==> src/design/wildcard_byte_pattern_scan_top_defines.svh <==
// ---------------------------------------------------------------------------
// Wildcard byte pattern scan assertion macros
// Clocked, reset-gated property wrappers used by the scan match core.
// ---------------------------------------------------------------------------
`ifndef WILDCARD_BYTE_PATTERN_SCAN_TOP_DEFINES_SVH
`define WILDCARD_BYTE_PATTERN_SCAN_TOP_DEFINES_SVH

// Same-cycle implication on clk, off while rst_n is low.
`define WBPS_ASSERT_NOW(lbl, ante, cons, msg) \
  lbl: assert property (@(posedge clk) disable iff (!rst_n) (ante) |-> (cons)) \
    else $error(msg);

// Next-cycle implication on clk, off while rst_n is low.
`define WBPS_ASSERT_NEXT(lbl, ante, cons, msg) \
  lbl: assert property (@(posedge clk) disable iff (!rst_n) (ante) |=> (cons)) \
    else $error(msg);

`endif

==> src/design/wbps_pkg.sv <==
// ---------------------------------------------------------------------------
// Wildcard byte pattern scan package
// Register map, field widths and the structs passed between modules.
// ---------------------------------------------------------------------------
package wbps_pkg;

  localparam int BYTE_W            = 8;
  localparam int CFG_DATA_W        = 64;
  localparam int CFG_ADDR_W        = 5;
  localparam int LEN_REG_W         = 5;
  localparam int OUT_OFFSET_W      = 32;
  localparam int PATTERN_REG_BYTES = 16;

  // Register index, taken from paddr[4:3] (8-byte spacing)
  localparam logic [1:0] REG_PATTERN_LOW    = 2'd0;
  localparam logic [1:0] REG_PATTERN_HIGH   = 2'd1;
  localparam logic [1:0] REG_PATTERN_LENGTH = 2'd2;

  localparam logic [LEN_REG_W-1:0] PATTERN_LENGTH_RESET = 5'd1;

  typedef struct packed {
    logic [CFG_DATA_W-1:0] pattern_low;
    logic [CFG_DATA_W-1:0] pattern_high;
    logic [LEN_REG_W-1:0]  pattern_length;
  } wbps_cfg_t;

  typedef struct packed {
    logic                    valid;
    logic                    found;
    logic [OUT_OFFSET_W-1:0] match_offset;
  } wbps_res_t;

endpackage

==> src/design/wildcard_byte_pattern_scan_top.sv <==
// ---------------------------------------------------------------------------
// Wildcard byte pattern scan
// Finds the first match of a wildcard byte pattern in each region of bytes.
//
//   channel  dir  handshake             payload
//   in_      in   in_tvalid/in_tready   tdata = data_byte, tlast = last_byte
//   out_     out  out_tvalid/out_tready tdata = match_offset, tuser = found
//   cfg_     in   APB write/read        pattern_low, pattern_high, pattern_length
//
// One byte per cycle sustained while the output is not stalled; a byte waits in the input register,
// the window compare sits between that register and the output register.
// A result, given on a match or on a region's last byte, is registered as its byte leaves the input register.
// Reset (synchronous, rst_n low) empties both registers and clears region state.
// A stalled output blocks the input register; new words are still taken while the input register is
// empty, or while the output register is free or being drained in the same cycle.
// ---------------------------------------------------------------------------
module wildcard_byte_pattern_scan_top #(
  parameter int MAX_PATTERN = 16,
  parameter int OFFSET_BITS = 32
) (
  input  logic                            clk,
  input  logic                            rst_n,
  // in_tdata: [7:0] data_byte
  input  logic [7:0]                      in_tdata,
  input  logic                            in_tvalid,
  output logic                            in_tready,
  input  logic                            in_tlast,
  // out_tdata: [31:0] match_offset
  output logic [31:0]                     out_tdata,
  // out_tuser: [0] found
  output logic                            out_tuser,
  output logic                            out_tvalid,
  input  logic                            out_tready,
  input  logic                            cfg_psel,
  input  logic                            cfg_penable,
  input  logic                            cfg_pwrite,
  input  logic [wbps_pkg::CFG_ADDR_W-1:0] cfg_paddr,
  input  logic [wbps_pkg::CFG_DATA_W-1:0] cfg_pwdata,
  output logic [wbps_pkg::CFG_DATA_W-1:0] cfg_prdata,
  output logic                            cfg_pready
);
  import wbps_pkg::*;

  wbps_cfg_t               cfg;
  wbps_res_t               res;

  logic                    in_valid_r;
  logic [BYTE_W-1:0]       in_byte_r;
  logic                    in_last_r;
  logic                    out_valid_r;
  logic                    out_found_r;
  logic [OUT_OFFSET_W-1:0] out_offset_r;
  logic                    out_free;
  logic                    advance;

  wbps_cfg u_cfg (
    .clk         (clk),
    .rst_n       (rst_n),
    .cfg_psel    (cfg_psel),
    .cfg_penable (cfg_penable),
    .cfg_pwrite  (cfg_pwrite),
    .cfg_paddr   (cfg_paddr),
    .cfg_pwdata  (cfg_pwdata),
    .cfg_prdata  (cfg_prdata),
    .cfg_pready  (cfg_pready),
    .cfg         (cfg)
  );

  wbps_match #(
    .MAX_PATTERN (MAX_PATTERN),
    .OFFSET_BITS (OFFSET_BITS)
  ) u_match (
    .clk       (clk),
    .rst_n     (rst_n),
    .step      (advance),
    .data_byte (in_byte_r),
    .last_byte (in_last_r),
    .cfg       (cfg),
    .res       (res)
  );

  assign out_free  = !out_valid_r || out_tready;
  assign advance   = in_valid_r && out_free;
  assign in_tready = !in_valid_r || advance;

  always_ff @(posedge clk) begin
    if (!rst_n) begin
      in_valid_r  <= 1'b0;
      out_valid_r <= 1'b0;
    end else begin
      if (in_tready) begin
        in_valid_r <= in_tvalid;
      end
      if (out_free) begin
        out_valid_r <= advance && res.valid;
      end
    end
  end

  // hold payload until the next word moves in
  always_ff @(posedge clk) begin
    if (in_tvalid && in_tready) begin
      in_byte_r <= in_tdata;
      in_last_r <= in_tlast;
    end
    if (advance && res.valid) begin
      out_found_r  <= res.found;
      out_offset_r <= res.match_offset;
    end
  end

  assign out_tvalid = out_valid_r;
  assign out_tuser  = out_found_r;
  assign out_tdata  = out_offset_r;

endmodule

==> src/design/wbps_cfg.sv <==
// ---------------------------------------------------------------------------
// Wildcard byte pattern scan configuration registers
// APB-style write/read of pattern_low, pattern_high and pattern_length.
// ---------------------------------------------------------------------------
module wbps_cfg (
  input  logic                              clk,
  input  logic                              rst_n,
  input  logic                              cfg_psel,
  input  logic                              cfg_penable,
  input  logic                              cfg_pwrite,
  input  logic [wbps_pkg::CFG_ADDR_W-1:0]   cfg_paddr,
  input  logic [wbps_pkg::CFG_DATA_W-1:0]   cfg_pwdata,
  output logic [wbps_pkg::CFG_DATA_W-1:0]   cfg_prdata,
  output logic                              cfg_pready,
  output wbps_pkg::wbps_cfg_t               cfg
);
  import wbps_pkg::*;

  logic [CFG_DATA_W-1:0] pattern_low_r;
  logic [CFG_DATA_W-1:0] pattern_high_r;
  logic [LEN_REG_W-1:0]  pattern_length_r;
  logic                  wr_en;
  logic [1:0]            reg_idx;

  assign cfg_pready = 1'b1;
  assign reg_idx    = cfg_paddr[4:3];
  assign wr_en      = cfg_psel & cfg_penable & cfg_pwrite & cfg_pready;

  always_ff @(posedge clk) begin
    if (!rst_n) begin
      pattern_low_r    <= '0;
      pattern_high_r   <= '0;
      pattern_length_r <= PATTERN_LENGTH_RESET;
    end else if (wr_en) begin
      case (reg_idx)
        REG_PATTERN_LOW:    pattern_low_r    <= cfg_pwdata;
        REG_PATTERN_HIGH:   pattern_high_r   <= cfg_pwdata;
        REG_PATTERN_LENGTH: pattern_length_r <= cfg_pwdata[LEN_REG_W-1:0];
        default: ;
      endcase
    end
  end

  always_comb begin
    case (reg_idx)
      REG_PATTERN_LOW:    cfg_prdata = pattern_low_r;
      REG_PATTERN_HIGH:   cfg_prdata = pattern_high_r;
      REG_PATTERN_LENGTH: cfg_prdata = {{(CFG_DATA_W-LEN_REG_W){1'b0}}, pattern_length_r};
      default:            cfg_prdata = '0;
    endcase
  end

  assign cfg.pattern_low    = pattern_low_r;
  assign cfg.pattern_high   = pattern_high_r;
  assign cfg.pattern_length = pattern_length_r;

endmodule

==> src/design/wbps_match.sv <==
// ---------------------------------------------------------------------------
// Wildcard byte pattern scan match core
// Byte window, fill and position counters, and the parallel wildcard compare.
// ---------------------------------------------------------------------------
`include "wildcard_byte_pattern_scan_top_defines.svh"

module wbps_match #(
  parameter int MAX_PATTERN = 16,
  parameter int OFFSET_BITS = 32
) (
  input  logic                            clk,
  input  logic                            rst_n,
  input  logic                            step,
  input  logic [wbps_pkg::BYTE_W-1:0]     data_byte,
  input  logic                            last_byte,
  input  wbps_pkg::wbps_cfg_t             cfg,
  output wbps_pkg::wbps_res_t             res
);
  import wbps_pkg::*;

  localparam int LEN_W = $clog2(MAX_PATTERN + 1);
  localparam int IDX_W = (MAX_PATTERN > 1) ? $clog2(MAX_PATTERN) : 1;

  // window entry 0 is the newest byte
  logic [BYTE_W-1:0]      win_r   [MAX_PATTERN];
  logic [BYTE_W-1:0]      win_nxt [MAX_PATTERN];
  logic [LEN_W-1:0]       fill_r, fill_nxt, fill_sh;
  logic [OFFSET_BITS-1:0] pos_r, pos_nxt, pos_sh, pos_diff;
  logic                   reported_r, reported_nxt;

  logic [LEN_W-1:0]       len;
  logic [BYTE_W-1:0]      pat     [MAX_PATTERN];
  logic [MAX_PATTERN-1:0] lane_ok;
  logic                   hit;
  logic [2*CFG_DATA_W-1:0] pat_all;

  assign pat_all = {cfg.pattern_high, cfg.pattern_low};

  // zero means one byte; clamp to the window depth
  always_comb begin
    if (cfg.pattern_length == '0) begin
      len = LEN_W'(1);
    end else if (int'(cfg.pattern_length) > MAX_PATTERN) begin
      len = LEN_W'(MAX_PATTERN);
    end else begin
      len = LEN_W'(cfg.pattern_length);
    end
  end

  always_comb begin
    win_nxt[0] = data_byte;
    for (int j = 1; j < MAX_PATTERN; j++) begin
      win_nxt[j] = win_r[j-1];
    end
  end

  assign fill_sh = (fill_r == LEN_W'(MAX_PATTERN)) ? fill_r : fill_r + 1'b1;
  assign pos_sh  = (pos_r == '1) ? pos_r : pos_r + 1'b1;
  assign pos_diff = pos_sh - OFFSET_BITS'(len);

  // pattern byte i lines up with the byte len-1-i places back
  for (genvar i = 0; i < MAX_PATTERN; i++) begin : g_lane
    if (i < PATTERN_REG_BYTES) begin : g_reg
      assign pat[i] = pat_all[BYTE_W*i +: BYTE_W];
    end else begin : g_wild
      assign pat[i] = '0;
    end

    logic [IDX_W-1:0] age;
    assign age = IDX_W'(len - LEN_W'(i) - LEN_W'(1));
    assign lane_ok[i] = (LEN_W'(i) >= len) || (pat[i] == '0) || (pat[i] == win_nxt[age]);
  end

  assign hit = (fill_sh >= len) && (&lane_ok);

  always_comb begin
    res          = '0;
    fill_nxt     = fill_r;
    pos_nxt      = pos_r;
    reported_nxt = reported_r;
    if (reported_r) begin
      if (last_byte) begin
        fill_nxt     = '0;
        pos_nxt      = '0;
        reported_nxt = 1'b0;
      end
    end else begin
      fill_nxt         = fill_sh;
      pos_nxt          = pos_sh;
      res.valid        = hit | last_byte;
      res.found        = hit;
      res.match_offset = hit ? OUT_OFFSET_W'(pos_diff) : '0;
      if (last_byte) begin
        fill_nxt     = '0;
        pos_nxt      = '0;
        reported_nxt = 1'b0;
      end else begin
        reported_nxt = hit;
      end
    end
  end

  always_ff @(posedge clk) begin
    if (!rst_n) begin
      fill_r     <= '0;
      pos_r      <= '0;
      reported_r <= 1'b0;
    end else if (step) begin
      fill_r     <= fill_nxt;
      pos_r      <= pos_nxt;
      reported_r <= reported_nxt;
    end
  end

  // window bytes beyond the fill count are never compared: no reset needed
  always_ff @(posedge clk) begin
    if (step && !reported_r) begin
      win_r <= win_nxt;
    end
  end

  `WBPS_ASSERT_NOW(a_fill_bound, 1'b1, fill_r <= LEN_W'(MAX_PATTERN), "fill above depth")
  `WBPS_ASSERT_NOW(a_quiet_after_match, step && reported_r, !res.valid, "result after match")
  `WBPS_ASSERT_NEXT(a_match_sets_flag, step && res.found && !last_byte, reported_r, "match flag lost")
  `WBPS_ASSERT_NEXT(a_last_clears, step && last_byte, (fill_r == '0) && (pos_r == '0) && !reported_r, "region not cleared")

endmodule

==> config.mk <==
export PLATFORM = sky130hd
export DESIGN_NAME = wildcard_byte_pattern_scan_top
export DESIGN_NICKNAME = d
export VERILOG_FILES = /design/src/design/wbps_pkg.sv /design/src/design/wildcard_byte_pattern_scan_top.sv /design/src/design/wbps_cfg.sv /design/src/design/wbps_match.sv
export VERILOG_INCLUDE_DIRS = /design/src /design/src/design
export SDC_FILE = /design/constraint.sdc
export NUM_CORES = 1
export LEC_CHECK = 0
export BUFFER_PORTS_ARGS = -buffer_cell sky130_fd_sc_hd__buf_2
export CAP_MARGIN = 20
export CORE_UTILIZATION = 50
export CTS_BUF_LIST = sky130_fd_sc_hd__clkbuf_2
export DETAILED_ROUTE_END_ITERATION = 8
export GPL_ROUTABILITY_DRIVEN = 1
export PLACE_DENSITY = 0.68
export SLEW_MARGIN = 0
export SYNTH_ARGS = -nofsm -noshare
export SYNTH_HDL_FRONTEND = slang
export SYNTH_SLANG_ARGS = --single-unit
==> constraint.sdc <==
create_clock -name clk -period 12.05 [get_ports clk]
set_input_delay 0.6025 -clock clk [delete_from_list [all_inputs] [get_ports clk]]
set_output_delay 0.6025 -clock clk [all_outputs]
set_load 0.01 [all_outputs]
==> out/metrics.yaml, run 1 <==
status:
  outcome: "finished clean"
synthesis:
  async_flop_share_pct: 0
  synth_area_um2: 24300
  yosys-top-cells-count: "nand2_1, a21oi_1, nor2_1"
  yosysMostFrequentCell: "nand2_1"
  synth-edff-count: 162
  ys_seq_area_share_pct: 34.2
  synth_area_leader_cell: "edfxtp_1"
  yosys-top-cells-area: "edfxtp_1, dfxtp_1, mux2i_1, nand2_1, mux4_2"
  synth_area_per_cell_um2: 8.72
  syn_inst: 2791
  synth_cell_type_count: 83
  synthesis.nets: 2902
  dominantRegCellSynth: "dfxtp_1"
  ys_ff_latch: 335
  synth_top_area_share_pct: 20.0
  yosys_warnings: 0
final_layout:
  finalNonFillerCells: 3643
  multi_input_area_um2: 14900
  final_net_count: 3069
  final_core_util_pct: 56.8
  final_layout_size_suffix_gt1_share_pct: 16.6
  fillers: 4337
  stdcell_area_um2: 27200
  ff_latch_area_um2: 8330
  area_growth_pct: 11.7
timing:
  hold_viol: 0
  finClkSkew_ps: 108
  period_share_pct: 64.5
  rsz0062_at_grt: "false"
  setup_violations: 0
  fin_crit_ps: 7780
  worst_pin_slew_ps: 1170
  layout_setup_ws_ps: 4270
  setup_tns_ps: 0
  maxSlewViolCount: 0
  slew_headroom_pct: 21.8
  fmax_ghz: 0.129
placed_design:
  dp_worst_setup_slack_ps: 4260
  port_buffers: 180
  dpl.hpwl_um: 64400
  routabilityCongestion: 1.02
  dpl-instance-area_um2: 25500
  post-place-cells: 3397
setup_path:
  crit-reg2reg-launch: "u_cfg.pattern_length_r[1]"
  start_kind: "flop"
  arrival_ps: 8740
  cp_common_cell: "buf_4"
  slowest_delay_ps: 980
  path_class: "reg -> reg"
  endpoint_kind: "flop"
  path_delay_family: "simple AND/OR/NAND/NOR gates"
  slowest_stage: "nor4b_1"
  crit_chain: "buf_4 > or3_4 > a21oi_4 > buf_4 > inv_6 > ha_2 > xnor2_2 > buf_4 > a221oi_1 > a211o_1 > and3b_1 > nor4b_1 > a41oi_1 > nor4_1 > and4_1 > nand3_2 > nor3_4"
  critPathMaxFanout: 69
  reg2regPathDepth: 17
  r2r_end: "out_tdata[4]"
  worst-path-buf-inv: 4
  rrSetupSlack_ps: 4270
  startpoint: "u_cfg.pattern_length_r[1]"
  crit_required_ps: 13010
clock_tree:
  cts.sinks: 335
  cts_buffer_depth: 3
  cts_made_buffers: 92
  cts_tree: "yes"
  htree_num_levels: 3
  root_buffer: "clkbuf_2"
  worstSkewPairLatency_ps: 1160
  cts.clk_slew.worst_paths_ps: 120
floorplan:
  std_cell_rows: 80
  start_util_pct: 50.9
  fp.dieW_um: 223
  fp.dieArea_um2: 49600
  ioPinCount: 185
  die_h_um: 223
  coreArea_um2: 47800
pwr:
  switching_share_pct: 32.9
  seq_power_share_pct: 48.9
  power.switching_uw: 867
  ir_drop_mv: 0.0710
  p_comb_share_pct: 18.0
  power_leakage_nw: 10.4
  clockPowerShare_pct: 33.1
  powerDensity_nw_per_um2: 96.9
  p_int_mw: 1.77
run:
  cap_viol_max_count: 0
routing:
  wl_um: 91500
  ant_nets: 0
  vias: 24457
  drtIter0Drc: 3075
  drt_pass1_iterations: 6
  post_drt_wl_per_cell_um: 25.1
  drc: 0
  via_per_inst: 6.71
global_route:
  grt_remaining_overflow: 0
  grt_pass1_vias: 22576
  grt_pass1_wl_um: 136000
  grt_max_degree: 91
  antenna_found_initial: 2
  grtUsageTotal_pct: 35.9
worst_hold_path:
  hold_start: "in_tdata[3]"
  hold_depth: 2
  holdPathEnd: "in_byte_r[3]"
  holdCritPathClass: "in -> reg"
## logic make-up after synthesis
family	synth area share (%)
DFF	34.2
and+or+nand+nor	17.3
AOI/OAI and AO/OA	20.1
buffers and inverters	5.10
xor gates and xnor gates	7.23
adders and majority gates	1.37
other	0.0154
muxes	14.7
## stage by stage
| step | total power [mW] | hold slack, ps |
|---|---|---|
| after floorplan | 1.60 | 461 |
| after global placement | 1.74 | 471 |
| after detailed placement | 1.75 | 483 |
| after CTS | 2.64 | 82.2 |
| after global routing | 2.74 | 124 |
| final | 2.63 | 184 |
## worst reg2reg max path: cells and delay by family, from the launching register on
kind / cells / cell delay [ps]
AO/OA/AOI/OAI: 4 / 1300
XOR/XNOR: 1 / 150
adder cells (fa/ha/maj): 1 / 330
buffers and inverters: 4 / 1840
flip-flops: 1 / 360
AND/OR/NAND/NOR: 7 / 3620
## area by class of cell
cell class	instances	share of cell area, %
Multi-Input combinational cell	2148	54.7
Sequential cell	335	30.6
Timing Repair Buffer	311	7.74
Tap cell	615	2.83
Clock buffer	137	2.52
Inverter	70	0.994
Clock inverter	26	0.603
Antenna cell	1	0.00920
## what timing repair did
action / in CTS / in global routing
resized for setup: 0 / 0
hold buffers: 78 / 0
buffers inserted: 0 / 0
hold endpoints to repair: 148 / 0
## registers in the layout, summed over array words and instances, names as in the netlist
name,cells
out_tdata,32
u_cfg.pattern_high_r,64
u_match.win_nxt,120
u_match.fill_r,5
u_cfg.pattern_low_r,64
in_byte_r,8
u_match.pos_r,32
out_tuser,1
in_valid_r,1
in_last_r,1
u_match.reported_r,1
u_cfg.pattern_length_r,5
out_tvalid,1
## worst max-delay path by stage
| stage | to | slack, ps | cells past startpoint |
|---|---|---|---|
| floorplan | out_tdata[0] | 4600 | 4 |
| global placement | out_tdata[4] | 4350 | 17 |
| detailed placement | out_tdata[4] | 4260 | 17 |
| CTS | out_tdata[4] | 4200 | 17 |
| global route | out_tdata[3] | 4130 | 17 |
| finish | out_tdata[4] | 4270 | 17 |
## layout by cell type, fill, tap and decap left out, types with 9 or more instances in the layout
cell,synthesis,layout
a21oi_1,236,235
xnor2_1,98,96
and2_1,12,12
ha_1,25,24
o221ai_1,40,40
clkinv_1,0,20
mux2i_1,171,171
nor4_1,45,45
nand4_1,44,44
o2111ai_1,76,76
mux2_2,28,28
buf_4,4,51
nand2_1,394,394
inv_1,67,67
o22ai_1,38,38
edfxtp_1,162,162
xor2_1,101,101
a221oi_1,22,22
nor3_1,45,43
dfxtp_1,173,170
dlygate4sd3_1,0,78
or3_1,42,41
a31oi_1,14,14
o211ai_1,57,57
nand3_1,64,64
and3_1,13,13
a22oi_1,74,74
clkbuf_2,0,137
buf_2,17,179
mux4_2,64,64
nand2b_1,9,9
o311ai_0,9,9
nor2_1,230,228
o21ai_0,69,68
## routing by layer
metal	track usage (%)	up-vias	routed length (um)
li1	-	10849	-
met4	22.5	2	5630
met2	54.5	1465	40500
met1	45.7	11875	35200
met3	9.20	266	10100
met5	0	-	13
## power groups by stage
stage	sequential, mW	clock, mW	combinational, mW
after floorplan	1.30	0	0.299
after global placement	1.31	0	0.429
after detailed placement	1.31	0	0.440
after CTS	1.29	0.891	0.462
after global routing	1.29	0.947	0.501
final	1.29	0.872	0.474
Note: power is estimated with default switching activity, not from simulation.
==> run 2: changes to the inputs <==
- PLACE_DENSITY: 0.68 -> 0.71
- clock period: 12.05 -> 6.7 ns (I/O delays scaled with it)
==> run 2 against run 1 <==
Against the previous run:
- design area up 4.3%
- sequential share of layout area down 1.3 points
- total power up 83%
- clock power up 81%
- largest power group unchanged
- highest routed layer is now met4
==> out/metrics.yaml, run 2 (synthesis gave the netlist of run 1 again) <==
status:
  outcome: "finished clean"  # unchanged
setup_path:
  crit_required_ps: 7530  # was 13010 ps
  critPathMaxFanout: 33  # was 69
  start_kind: "flop"  # unchanged
  path_class: "reg -> reg"  # unchanged
  arrival_ps: 7140  # was 8740 ps
  endpoint_kind: "flop"  # unchanged
  slowest_delay_ps: 870  # was 980 ps
  slowest_stage: "a221oi_1"  # was nor4b_1
  crit_chain: "or3_4 > a21oi_4 > ha_1 > nor2_2 > o21ai_1 > buf_4 > nand2_1 > a221oi_1 > nor3_1 > o21a_1 > nor4_1 > a41oi_1 > buf_4 > nor4_1 > and4_1 > and2_1 > o21a_1 > buf_12"  # was buf_4 > or3_4 > a21oi_4 > buf_4 > inv_6 > ha_2 > xnor2_2 > buf_4 > a221oi_1 > a211o_1 > and3b_1 > nor4b_1 > a41oi_1 > nor4_1 > and4_1 > nand3_2 > nor3_4
timing:
  worst_pin_slew_ps: 1220  # was 1170 ps
  rsz0062_at_grt: "false"  # unchanged
  hold_viol: 0  # unchanged
  setup_violations: 0  # unchanged
  fin_crit_ps: 6310  # was 7780 ps
  fmax_ghz: 0.158  # was 0.129 GHz
  setup_tns_ps: 0  # unchanged
  hold_ws_ps: 162  # was 184 ps
  maxSlewViolCount: 0  # unchanged
  finClkSkew_ps: 91.8  # was 108 ps
  period_share_pct: 94.2  # was 64.5%
  slew_headroom_pct: 18.6  # was 21.8%
placed_design:
  dpl.hpwl_um: 66600  # was 64400 um
  port_buffers: 180  # unchanged
  routabilityCongestion: 1.07  # was 1.02
clock_tree:
  cts.repair.resized: 0  # unchanged
  htree_num_levels: 3  # unchanged
  worstSkewPairLatency_ps: 1190  # was 1160 ps
  cts_buffer_depth: 3  # unchanged
  cts_tree: "yes"  # unchanged
  cts.sinks: 335  # unchanged
  cts_made_buffers: 92  # unchanged
  root_buffer: "clkbuf_2"  # unchanged
  cts.clk_slew.worst_paths_ps: 120  # about the same
global_route:
  grt_pass1_wl_um: 145000  # was 136000 um
  grt_remaining_overflow: 0  # unchanged
  grt_max_degree: 93  # was 91
  grtUsageTotal_pct: 38.2  # was 35.9%
  grt_pass1_vias: 23569  # was 22576
  antenna_found_initial: 3  # was 2
routing:
  vias: 25297  # was 24457
  drtIter0Drc: 3332  # was 3075
  drt_pass1_iterations: 6  # unchanged
  via_per_inst: 6.72  # was 6.71
  ant_nets: 0  # unchanged
  post_drt_wl_per_cell_um: 25.6  # was 25.1 um
  wl_um: 96500  # was 91500 um
  drc: 0  # unchanged
final_layout:
  largest_reg_flops: 120  # unchanged
  final_layout_size_suffix_gt1_share_pct: 16.8  # was 16.6%
  final_common_cell: "nand2_1"  # unchanged
  layout_common_cells: "nand2_1, a21oi_1, nor2_1, buf_2, dlygate4sd3_1"  # was nand2_1, a21oi_1, nor2_1, buf_2, mux2i_1
  final_net_count: 3186  # was 3069
  area_growth_pct: 16.6  # was 11.7%
  final_core_util_pct: 59.3  # was 56.8%
floorplan:
  fp.dieArea_um2: 49600  # unchanged
  ioPinCount: 185  # unchanged
  die_h_um: 223  # unchanged
  fp.dieW_um: 223  # unchanged
  std_cell_rows: 80  # unchanged
  coreArea_um2: 47800  # unchanged
  start_util_pct: 50.9  # unchanged
pwr:
  power_leakage_nw: 10.9  # was 10.4 nW
  finalPower_mw: 4.82  # was 2.63 mW
  ir_drop_mv: 0.127  # was 0.0710 mV
  powerDensity_nw_per_um2: 170  # was 96.9 nW/um^2
run:
  cap_viol_max_count: 0  # unchanged
worst_hold_path:
  holdCritPathClass: "in -> reg"  # unchanged
[run 2: changes by cell type in the layout (fill, tap and decap cells not counted), sizes merged, moves of 2 or more]
cell,change
clkbuf,-2
dlygate4sd3,+96
clkinv,+6
buf,+22
[run 2: critical path, delay by kind of cell, from the launching register on]
family	cells	cell delay, ps
buf+inv	3	770
simple gates	8	2220
compound gates	6	2160
flops	1	370
fa+ha+maj	1	420
[run 2: routing by layer]
layer,global-route usage (%),up-vias,wire length [um]
li1,-,11086,-
met2,57.6,1645,42600
met5,0,-,0
met1,49.1,12212,37000
met3,9.60,354,10700
met4,23.6,0,6260
[run 2: what timing repair did]
action,in CTS,in global routing
hold buffers,174,0
buffers inserted,0,0
endpoints found under the hold margin,154,0
[run 2: report_power, final]
group | switching [mW] | internal, mW
registers | 0.0916 | 2.23
logic | 0.545 | 0.370
clock network | 0.961 | 0.623
total | 1.60 | 3.22
[run 2: layout make-up]
type / count / area [um^2]
flip-flops and latches: 335 / 8330
diodes: 2 / 5.00
well taps: 615 / 769
repair buffers: 428 / 3260
clock inverters: 34 / 201
inverters: 70 / 270
clock buffers: 135 / 676
fillers: 4167 / 19500
multi-input cells: 2148 / 14900
[run 2: stage by stage]
stage                     instance area, um^2  worst slack (ps)  instances
final                                   28400               386       3767
after global routing                    28400               342       3767
after CTS                               28300               627       3763
after detailed placement                25700               685       3420
after global placement                  25700               890       3420
after floorplan                         24300               719       2791
[run 2: final timing paths]
| kind | startpoint | endpoint | slack (ps) | cells past startpoint |
|---|---|---|---|---|
| worst max-delay path | u_cfg.pattern_length_r[1] | out_tdata[20] | 390 | 18 |
| worst min-delay path | out_tready | out_tvalid | 160 | 6 |
| worst max register to register | u_cfg.pattern_length_r[1] | out_tdata[20] | 390 | 18 |
| worst min register to register | u_match.win_nxt[116] | u_match.win_nxt[108] | 480 | 0 |
